===== config.mk =====
export PLATFORM = sky130hd
export DESIGN_NAME = btsd_ctrl
export DESIGN_NICKNAME = d
export VERILOG_FILES = /design/src/btsd_pkg.sv /design/src/btsd_ctrl.sv
export SDC_FILE = /design/constraint.sdc
export NUM_CORES = 1
export LEC_CHECK = 0
export ABC_AREA = 1
export BUFFER_PORTS_ARGS = -buffer_cell sky130_fd_sc_hd__buf_4
export CAP_MARGIN = 20
export CORE_MARGIN = 4
export CORE_UTILIZATION = 44
export CTS_BUF_LIST = sky130_fd_sc_hd__clkbuf_8
export DETAILED_ROUTE_END_ITERATION = 7
export PLACE_DENSITY = 0.77
export SLEW_MARGIN = 25
export SYNTH_ARGS = -nofsm -noshare
export SYNTH_HDL_FRONTEND = slang
export SYNTH_SLANG_ARGS = --single-unit

===== constraint.sdc =====
create_clock -name clk -period 1.52 [get_ports clk]
set_input_delay 0.456 -clock clk [delete_from_list [all_inputs] [get_ports clk]]
set_output_delay 0.456 -clock clk [all_outputs]
set_load 0.01 [all_outputs]

===== src/btsd_pkg.sv =====
// ---------------------------------------------------------------------------
// btsd_pkg
// Shared types, constants and helpers for the byte translate/squeeze/delete
// unit.
// ---------------------------------------------------------------------------
package btsd_pkg;

  localparam int ALPHABET   = 256;
  localparam int LIST_DEPTH = 256;

  localparam int AW = $clog2(ALPHABET);
  localparam int LW = $clog2(LIST_DEPTH);
  localparam int CW = $clog2(LIST_DEPTH + 1);
  localparam int IW = ((AW + 1) > CW) ? (AW + 1) : CW;

  localparam int CODE_W  = 11;
  localparam int BIT_HIT = 8;
  localparam int BIT_DEL = 9;
  localparam int BIT_SQZ = 10;

  localparam logic [8:0] ALPHA_LIM = 9'(ALPHABET);

  typedef enum logic [2:0] {
    CMD_BEGIN = 3'd0,
    CMD_SET1  = 3'd1,
    CMD_END1  = 3'd2,
    CMD_SET2  = 3'd3,
    CMD_END2  = 3'd4,
    CMD_DATA  = 3'd5
  } cmd_e;

  typedef enum logic [1:0] {
    CFG_DELETE  = 2'd0,
    CFG_SQUEEZE = 2'd1,
    CFG_COMPL   = 2'd2,
    CFG_TRUNC   = 2'd3
  } cfg_idx_e;

  typedef enum logic [1:0] {
    PH_SET1 = 2'd0,
    PH_SET2 = 2'd1,
    PH_DATA = 2'd2
  } phase_e;

  typedef enum logic [1:0] {
    WK_CMP  = 2'd0,
    WK_DEL  = 2'd1,
    WK_FILL = 2'd2
  } walk_e;

  typedef struct packed {
    logic [2:0] cmd;
    logic [7:0] value;
  } in_item_t;

  typedef struct packed {
    logic [7:0] out_byte;
    logic       list_overflow;
  } out_item_t;

  typedef struct packed {
    logic delete_mode;
    logic squeeze_mode;
    logic complement_mode;
    logic truncate_mode;
  } cfg_t;

  typedef struct packed {
    logic  clear;
    logic  set1_wr;
    logic  s2_read;
    logic  s2_write;
    logic  lk_read;
    logic  lk_emit;
    logic  walk_init;
    walk_e kind;
    logic  walk_run;
    logic  end_s1;
    logic  end_s2;
  } ctl_cmd_t;

  typedef struct packed {
    phase_e phase;
    logic   walk_done;
    logic   lk_drop;
    logic   out_free;
  } dp_stat_t;

  function automatic logic [CODE_W-1:0] mk_code(input logic sq, input logic dl,
                                                input logic ht, input logic [7:0] v);
    return {sq, dl, ht, v};
  endfunction

endpackage


===== src/btsd_ctrl.sv =====
// ---------------------------------------------------------------------------
// btsd_ctrl
// Command sequencer: decodes input words and steps the table walks.
// ---------------------------------------------------------------------------
module btsd_ctrl (
  input  logic               clk,
  input  logic               rst_n,
  input  btsd_pkg::cfg_t     cfg,
  input  logic               in_valid,
  input  logic [2:0]         in_cmd,
  output logic               in_ready,
  input  btsd_pkg::dp_stat_t stat,
  output btsd_pkg::ctl_cmd_t cmd
);

  typedef enum logic [5:0] {
    ST_IDLE  = 6'b000001,
    ST_LOOK  = 6'b000010,
    ST_S2    = 6'b000100,
    ST_WCMP  = 6'b001000,
    ST_WDEL  = 6'b010000,
    ST_WFILL = 6'b100000
  } state_t;

  state_t state_r, state_nxt;

  assign in_ready = (state_r == ST_IDLE);

  always_comb begin
    cmd       = '0;
    state_nxt = state_r;
    unique case (state_r)
      ST_IDLE: begin
        if (in_valid) begin
          unique case (in_cmd)
            btsd_pkg::CMD_BEGIN: begin
              cmd.clear = 1'b1;
            end
            btsd_pkg::CMD_SET1: begin
              cmd.set1_wr = (stat.phase == btsd_pkg::PH_SET1);
            end
            btsd_pkg::CMD_END1: begin
              if (stat.phase == btsd_pkg::PH_SET1) begin
                if (cfg.complement_mode) begin
                  cmd.walk_init = 1'b1;
                  cmd.kind      = btsd_pkg::WK_CMP;
                  state_nxt     = ST_WCMP;
                end else if (cfg.delete_mode) begin
                  cmd.walk_init = 1'b1;
                  cmd.kind      = btsd_pkg::WK_DEL;
                  state_nxt     = ST_WDEL;
                end else begin
                  cmd.end_s1 = 1'b1;
                end
              end
            end
            btsd_pkg::CMD_SET2: begin
              if (stat.phase == btsd_pkg::PH_SET2) begin
                cmd.s2_read = 1'b1;
                state_nxt   = ST_S2;
              end
            end
            btsd_pkg::CMD_END2: begin
              if (stat.phase == btsd_pkg::PH_SET2) begin
                if (!cfg.delete_mode) begin
                  cmd.walk_init = 1'b1;
                  cmd.kind      = btsd_pkg::WK_FILL;
                  state_nxt     = ST_WFILL;
                end else begin
                  cmd.end_s2 = 1'b1;
                end
              end
            end
            btsd_pkg::CMD_DATA: begin
              cmd.lk_read = 1'b1;
              state_nxt   = ST_LOOK;
            end
            default: ;
          endcase
        end
      end
      ST_LOOK: begin
        if (stat.lk_drop) begin
          state_nxt = ST_IDLE;
        end else if (stat.out_free) begin
          cmd.lk_emit = 1'b1;
          state_nxt   = ST_IDLE;
        end
      end
      ST_S2: begin
        cmd.s2_write = 1'b1;
        state_nxt    = ST_IDLE;
      end
      ST_WCMP: begin
        if (!stat.walk_done) begin
          cmd.walk_run = 1'b1;
        end else if (cfg.delete_mode) begin
          cmd.walk_init = 1'b1;
          cmd.kind      = btsd_pkg::WK_DEL;
          state_nxt     = ST_WDEL;
        end else begin
          cmd.end_s1 = 1'b1;
          state_nxt  = ST_IDLE;
        end
      end
      ST_WDEL: begin
        if (!stat.walk_done) begin
          cmd.walk_run = 1'b1;
        end else begin
          cmd.end_s1 = 1'b1;
          state_nxt  = ST_IDLE;
        end
      end
      ST_WFILL: begin
        if (!stat.walk_done) begin
          cmd.walk_run = 1'b1;
        end else begin
          cmd.end_s2 = 1'b1;
          state_nxt  = ST_IDLE;
        end
      end
      default: begin
        state_nxt = ST_IDLE;
      end
    endcase
  end

  always_ff @(posedge clk) begin
    if (!rst_n) begin
      state_r <= ST_IDLE;
    end else begin
      state_r <= state_nxt;
    end
  end

endmodule


==> impl_metrics.ini, run 1 <==
[outcome]
status = aborted with a tool error
lastStage = 4_1_cts
first-error = [ERROR DPL-0033] detailed placement checks failed during check placement.

[place]
gp_congestion = 0.813
dp_hpwl_um = 1820
io_buffers = 25
dp_slack_ns = -0.315

[floorplanning]
die_h_um = 47.6
start_util = 0.464
boundaryPins = 28
die_w_um = 47.6
rows = 14

[clock_network]
cts_setup_buffers = 12
clockBufferDepth = 2
clkSinkCount = 6
cts_hold_buf = 0
h-tree-depth = 1
post_cts_resized = 48
cts_root_buffer = clkbuf_8
numCtsBuffers = 3

[yosys]
syn-cell-area_sq_um = 691
synth_nets = 127
synth-async-reset-ratio = 0
synth_edf_count = 0
synth_most_common_cell = nand2_1
synth_ff_type = dfxtp_1
ys_seq_area_frac = 0.174
syn_inst = 112
synth_top_area_share = 0.174
synth_largest_area_cell = dfxtp_1
synth.cells.most_frequent = 21 x nand2_1, 17 x nor2_1, 12 x inv_1, 9 x nand3_1, 7 x nand4_1
yosysUniqueCellTypes = 25
synth_area_per_cell_sq_um = 6.17
yosysWarnings = 0
ys_top_cells_by_area = dfxtp_1 17%, nand2_1 11%, nor2_1 9.2%
ys_ff_latch = 6
stage by stage:
| step | TNS [ns] | instances | utilization | area (sq um) |
|---|---|---|---|---|
| 3_5_place_dp | -3.32 | 183 | 0.792 | 1180 |
| 2_1_floorplan | -0.559 | 112 | - | 756 |
| 3_3_place_gp | -2.82 | 183 | 0.792 | 1180 |
logic make-up after synthesis:
kind of cell	Yosys count	synth area share
compound gates	8	0.0743
flops	6	0.174
buf+inv	18	0.110
simple gates	80	0.641
==> inputs of run 2 (changes only) <==
CORE_AREA = 4 4 65 67   (was unset)
CORE_MARGIN = unset   (was 4)
CORE_UTILIZATION = unset   (was 44)
CTS_BUF_LIST = unset   (was sky130_fd_sc_hd__clkbuf_8)
DIE_AREA = 0 0 69 71   (was unset)
PLACE_DENSITY = unset   (was 0.77)
PLACE_DENSITY_LB_ADDON = 0.15   (was unset)
clock period = 2 ns   (was 1.52 ns; I/O delays follow)
==> run 2 against run 1 <==
Net effect:
- the flow now finishes, with violations (setup timing)
- synthesized cell count stayed put
- synthesized area stayed put
==> impl_metrics.ini, run 2 <==
[yosys]
synth_most_common_cell = nand2_1
synth.cells.most_frequent = 21 x nand2_1, 17 x nor2_1, 12 x inv_1, 9 x nand3_1, 7 x nand4_1
ys_ff_latch = 6
synth_area_per_cell_sq_um = 6.17
syn-cell-area_sq_um = 691
synth-async-reset-ratio = 0
yosysUniqueCellTypes = 25
yosysWarnings = 0
synth_edf_count = 0
synth_largest_area_cell = dfxtp_1
synth_ff_type = dfxtp_1
synth_nets = 127
synth_top_area_share = 0.174
ys_top_cells_by_area = dfxtp_1 17%, nand2_1 11%, nor2_1 9.2%
syn_inst = 112
ys_seq_area_frac = 0.174

[power]
powerDensity_nw_per_um2 = 882
power.leakage_nw = 0.623
ir_worst_vdd_mv = 0.220

[route]
wl_per_cell_um = 10.4
ant_nets = 0
vias = 894
drc = 0
viasPerCell = 4.22
first_iter_violations = 40
totalWireLength_um = 2200
firstDrtPassIters = 4

[worst_hold_path]
hold_class = flip-flop to flip-flop
holdPathStages = 3

[floorplanning]
die_h_um = 71
coreArea_sq_um = 3630
rows = 22
start_util = 0.190
die_area_sq_um = 4900
die_w_um = 69
boundaryPins = 28

[clock_network]
cts_tree = yes
h-tree-depth = 1
clkSinkCount = 6
numCtsBuffers = 3
cts_hold_buf = 0
clock_latency_ns = 0.22
cts_root_buffer = clkbuf_8
clk_pin_slew_ns = 0.04
clockBufferDepth = 2

[outcome]
failed_checks = setup timing
status = finished, violations left

[worst_setup_path]
worstRegToRegCells = 10
endpoint_kind = output port
cp_max_fo = 3
crit_type = flip-flop to output port
worstPathArrival_ns = 1.46
start_kind = flip-flop
crit_required_ns = 1.40

[finish]
mostFrequentLayoutCell = buf_4
largest_reg_flops = 6
final_cells = 212
antenna_cells = 0
reg_top3 = state_r (6)
area_growth_pct = 80.3
final_cell_mix = 49 x buf_4, 20 x nand2_1, 12 x nor2_1
fin_util = 0.343
fin_nets = 181
drive_gt1_frac = 0.567
top_register = state_r
nFillCells = 414

[timing]
finClkSkew_ns = 0.00172
min_period_over_period = 1.03
rsz0062_at_grt = yes
fmax_mhz = 485
layout_setup_ws_ns = -0.0599
slew_violations = 0
maxSlewHeadroom = 0.805
max_slew.worst_pin.slew_ns = 0.291
setup_viol = 6
timing.final.hold_violations = 0
post-route-min-period_ns = 2.06

[global_routing]
grt_pass1_vias = 866
antenna_found_initial = 0
overflow = 0
grt_pass1_wl_um = 3770
grt_usage = 0.0923
grt_max_degree = 11

[place]
dp_slack_ns = -0.0824
io_buffers = 25
gp_congestion = 0.746
post-place-cells = 205
dp_hpwl_um = 1840

[flow_run]
cap_violations = 0
==> run 2: worst max-delay path, stage by stage (launching register included) <==
cell     delay, ns
dfxtp_2       0.32
inv_2         0.04
nor2_2        0.10
nand3_2       0.11
buf_6         0.14
nor3_4        0.12
nand4_1       0.13
o21ai_1       0.14
buf_4         0.13
==> run 2: logic make-up after synthesis <==
group	Yosys count	synth area share
simple gates	80	0.641
buf+inv	18	0.110
compound gates	8	0.0743
flops	6	0.174
==> run 2: worst paths after layout <==
kind              slack [ns]         end        from
setup / recovery       -0.06      cmd[3]  state_r[0]
setup reg to reg        0.41  state_r[5]  state_r[1]
hold / removal          0.62  state_r[3]  state_r[3]
hold reg to reg         0.62  state_r[3]  state_r[3]
==> run 2: report_power, final <==
| group | switching, mW | internal, mW | leakage [nW] |
|---|---|---|---|
| sequential | 0.0265 | 0.157 | 0.0498 |
| combinational | 0.384 | 0.350 | 0.551 |
| clock | 0.0516 | 0.129 | 0.0216 |
| total | 0.463 | 0.636 | 0.623 |
==> run 2: area by class of cell <==
| class | count | area [sq um] | share of cell area |
|---|---|---|---|
| Sequential cell | 6 | 124 | 0.0995 |
| Timing Repair Buffer | 51 | 399 | 0.321 |
| Multi-Input combinational cell | 88 | 558 | 0.448 |
| Inverter | 16 | 62.6 | 0.0503 |
| Clock buffer | 3 | 41.3 | 0.0332 |
| Tap cell | 48 | 60.1 | 0.0482 |
==> run 2: repair_timing <==
action	CTS	global route
endpoints found under the setup margin	8	11
resized for setup	12	10
setup buffers	1	3
pin swaps	6	5
==> run 2: per-layer routing <==
layer / global-route usage / vias up / wire length (um) / share of wire
met5: 0 / - / 0 / 0
li1: - / 474 / - / -
met2: 0.158 / 17 / 1090 / 0.50
met4: 0.0390 / 0 / 30 / 0.014
met1: 0.112 / 398 / 989 / 0.45
met3: 0.0199 / 5 / 89 / 0.040
==> run 2: through the flow <==
| step | power, mW | hold WS, ns | setup TNS, ns | instance area (sq um) |
|---|---|---|---|---|
| after floorplan | 0.535 | 0.495 | 0 | 691 |
| after global placement | 0.818 | 0.581 | -0.397 | 1100 |
| after detailed placement | 0.827 | 0.590 | -0.403 | 1100 |
| after CTS | 1.05 | 0.623 | -0.500 | 1180 |
| after global routing | 1.20 | 0.633 | -1.13 | 1240 |
| final | 1.10 | 0.617 | -0.222 | 1240 |
(Power assumes the default switching activity.)
==> inputs of run 3 (changes only) <==
clock period = 2.7 ns   (was 2 ns; I/O delays follow)
==> run 3 against run 2 <==
Net effect:
- worst setup slack gained 0.17 ns
- sequential power shrank 27%
- sequential cell count is the same
- cell area shrank 20%
- the run now ends clean
==> impl_metrics.ini, run 3 (synthesis results as in run 2) <==
[power]
ir_worst_vdd_mv = 0.169
power.leakage_nw = 0.496
powerDensity_nw_per_um2 = 630
total_power_mw = 0.624

[worst_setup_path]
max_stage_delay_ns = 0.20
cp_max_fo = 7
cpLargestDelayFamily = simple AND/OR/NAND/NOR gates
crit_type = input pin to output port
path_cells = buf_4 > inv_2 > nand2_1 > nor3_2 > nand4_1 > o21ai_1 > buf_4
start_kind = input pin
worstPathArrival_ns = 1.78
path_buf_inv = 3
endpoint_kind = output port
crit_required_ns = 1.89
cpMostUsedCell = buf_4
cpMaxStageDelayCell = nor3_2

[finish]
area_growth_pct = 43.5
drive_gt1_frac = 0.393
final_cell_mix = 27 x buf_4, 21 x nand2_1, 17 x nor2_1
nFillCells = 446
top_register = state_r
largest_reg_flops = 6
mostFrequentLayoutCell = buf_4
antenna_cells = 0
fin_nets = 157
reg_top3 = state_r (6)

[flow_run]
cap_violations = 0

[clock_network]
h-tree-depth = 1
cts_tree = yes
clock_latency_ns = 0.22
cts_setup_buffers = 0
clk_pin_slew_ns = 0.04
clockBufferDepth = 2
cts_root_buffer = clkbuf_8
clkSinkCount = 6
numCtsBuffers = 3

[timing]
finClkSkew_ns = 0.00107
maxSlewHeadroom = 0.793
rsz0062_at_grt = no
min_period_over_period = 0.961
hold_ws_ns = 0.530
max_slew.worst_pin.slew_ns = 0.309
setup_viol = 0
timing.final.hold_violations = 0
slew_violations = 0
post-route-min-period_ns = 2.59
tns_ns = 0
layout_setup_ws_ns = 0.106
fmax_mhz = 385

[global_routing]
overflow = 0
grt_usage = 0.0760
grt_pass1_vias = 770
grt_max_degree = 11
antenna_found_initial = 0
grt_pass1_wl_um = 3150

[route]
drc = 0
vias = 786
wl_per_cell_um = 9.99
first_iter_violations = 30
firstDrtPassIters = 4
ant_nets = 0
totalWireLength_um = 1880
viasPerCell = 4.18

[floorplanning]
die_h_um = 71
die_area_sq_um = 4900
start_util = 0.190
rows = 22
die_w_um = 69
boundaryPins = 28
coreArea_sq_um = 3630

[worst_hold_path]
hold_class = flip-flop to flip-flop

[place]
gp_congestion = 0.707
dp_hpwl_um = 1620
dp_slack_ns = 0.0437
io_buffers = 25

[outcome]
status = finished clean
## run 3: repair_timing
| item | CTS | global route |
|---|---|---|
| hold buffers | 0 | 0 |
| gates resized for setup | 0 | 2 |
| setup endpoints to repair | 0 | 3 |
## run 3: path summary, 6_finish.rpt
kind	cells past startpoint	startpoint	slack [ns]	endpoint
worst max-delay path	7	in_cmd[2]	0.11	cmd[1]
worst min-delay path	2	state_r[3]	0.53	state_r[3]
worst max register to register	6	state_r[4]	1.34	state_r[5]
worst min register to register	2	state_r[3]	0.53	state_r[3]
## run 3: layout make-up
| class | count | area, sq um | share of cell area |
|---|---|---|---|
| inverters | 16 | 60.1 | 0.0606 |
| repair buffers | 27 | 203 | 0.205 |
| multi-input cells | 88 | 507 | 0.511 |
| clock buffers | 3 | 41.3 | 0.0417 |
| flip-flops and latches | 6 | 120 | 0.121 |
| well taps | 48 | 60.1 | 0.0606 |
## run 3: where the power goes
part	internal (mW)	leakage [nW]	switching, mW	total (mW)
clock network	0.0956	0.0216	0.0360	0.132
logic	0.134	0.425	0.225	0.358
registers	0.113	0.0494	0.0212	0.135
## run 3: per-stage QoR
| step | utilization | cells | instance area [sq um] |
|---|---|---|---|
| floorplan | - | 112 | 691 |
| global placement | 0.258 | 185 | 937 |
| detailed placement | 0.258 | 185 | 937 |
| CTS | 0.269 | 188 | 978 |
| global route | 0.273 | 188 | 991 |
| finish | 0.273 | 188 | 991 |
## run 3: tightest hold or removal path: cells and delay by family (launching register included)
family / cells / cell delay, ns
AND/OR/NAND/NOR: 1 / 0.05
AO/OA/AOI/OAI: 1 / 0.11
flip-flops: 1 / 0.32
## run 3: per-layer routing
layer,track usage,vias to the layer above,part of all wire
met1,0.0800,340,0.44
met4,0.0325,0,0.013
met2,0.142,16,0.50
li1,-,426,-
met3,0.0199,4,0.051
met5,0,-,0
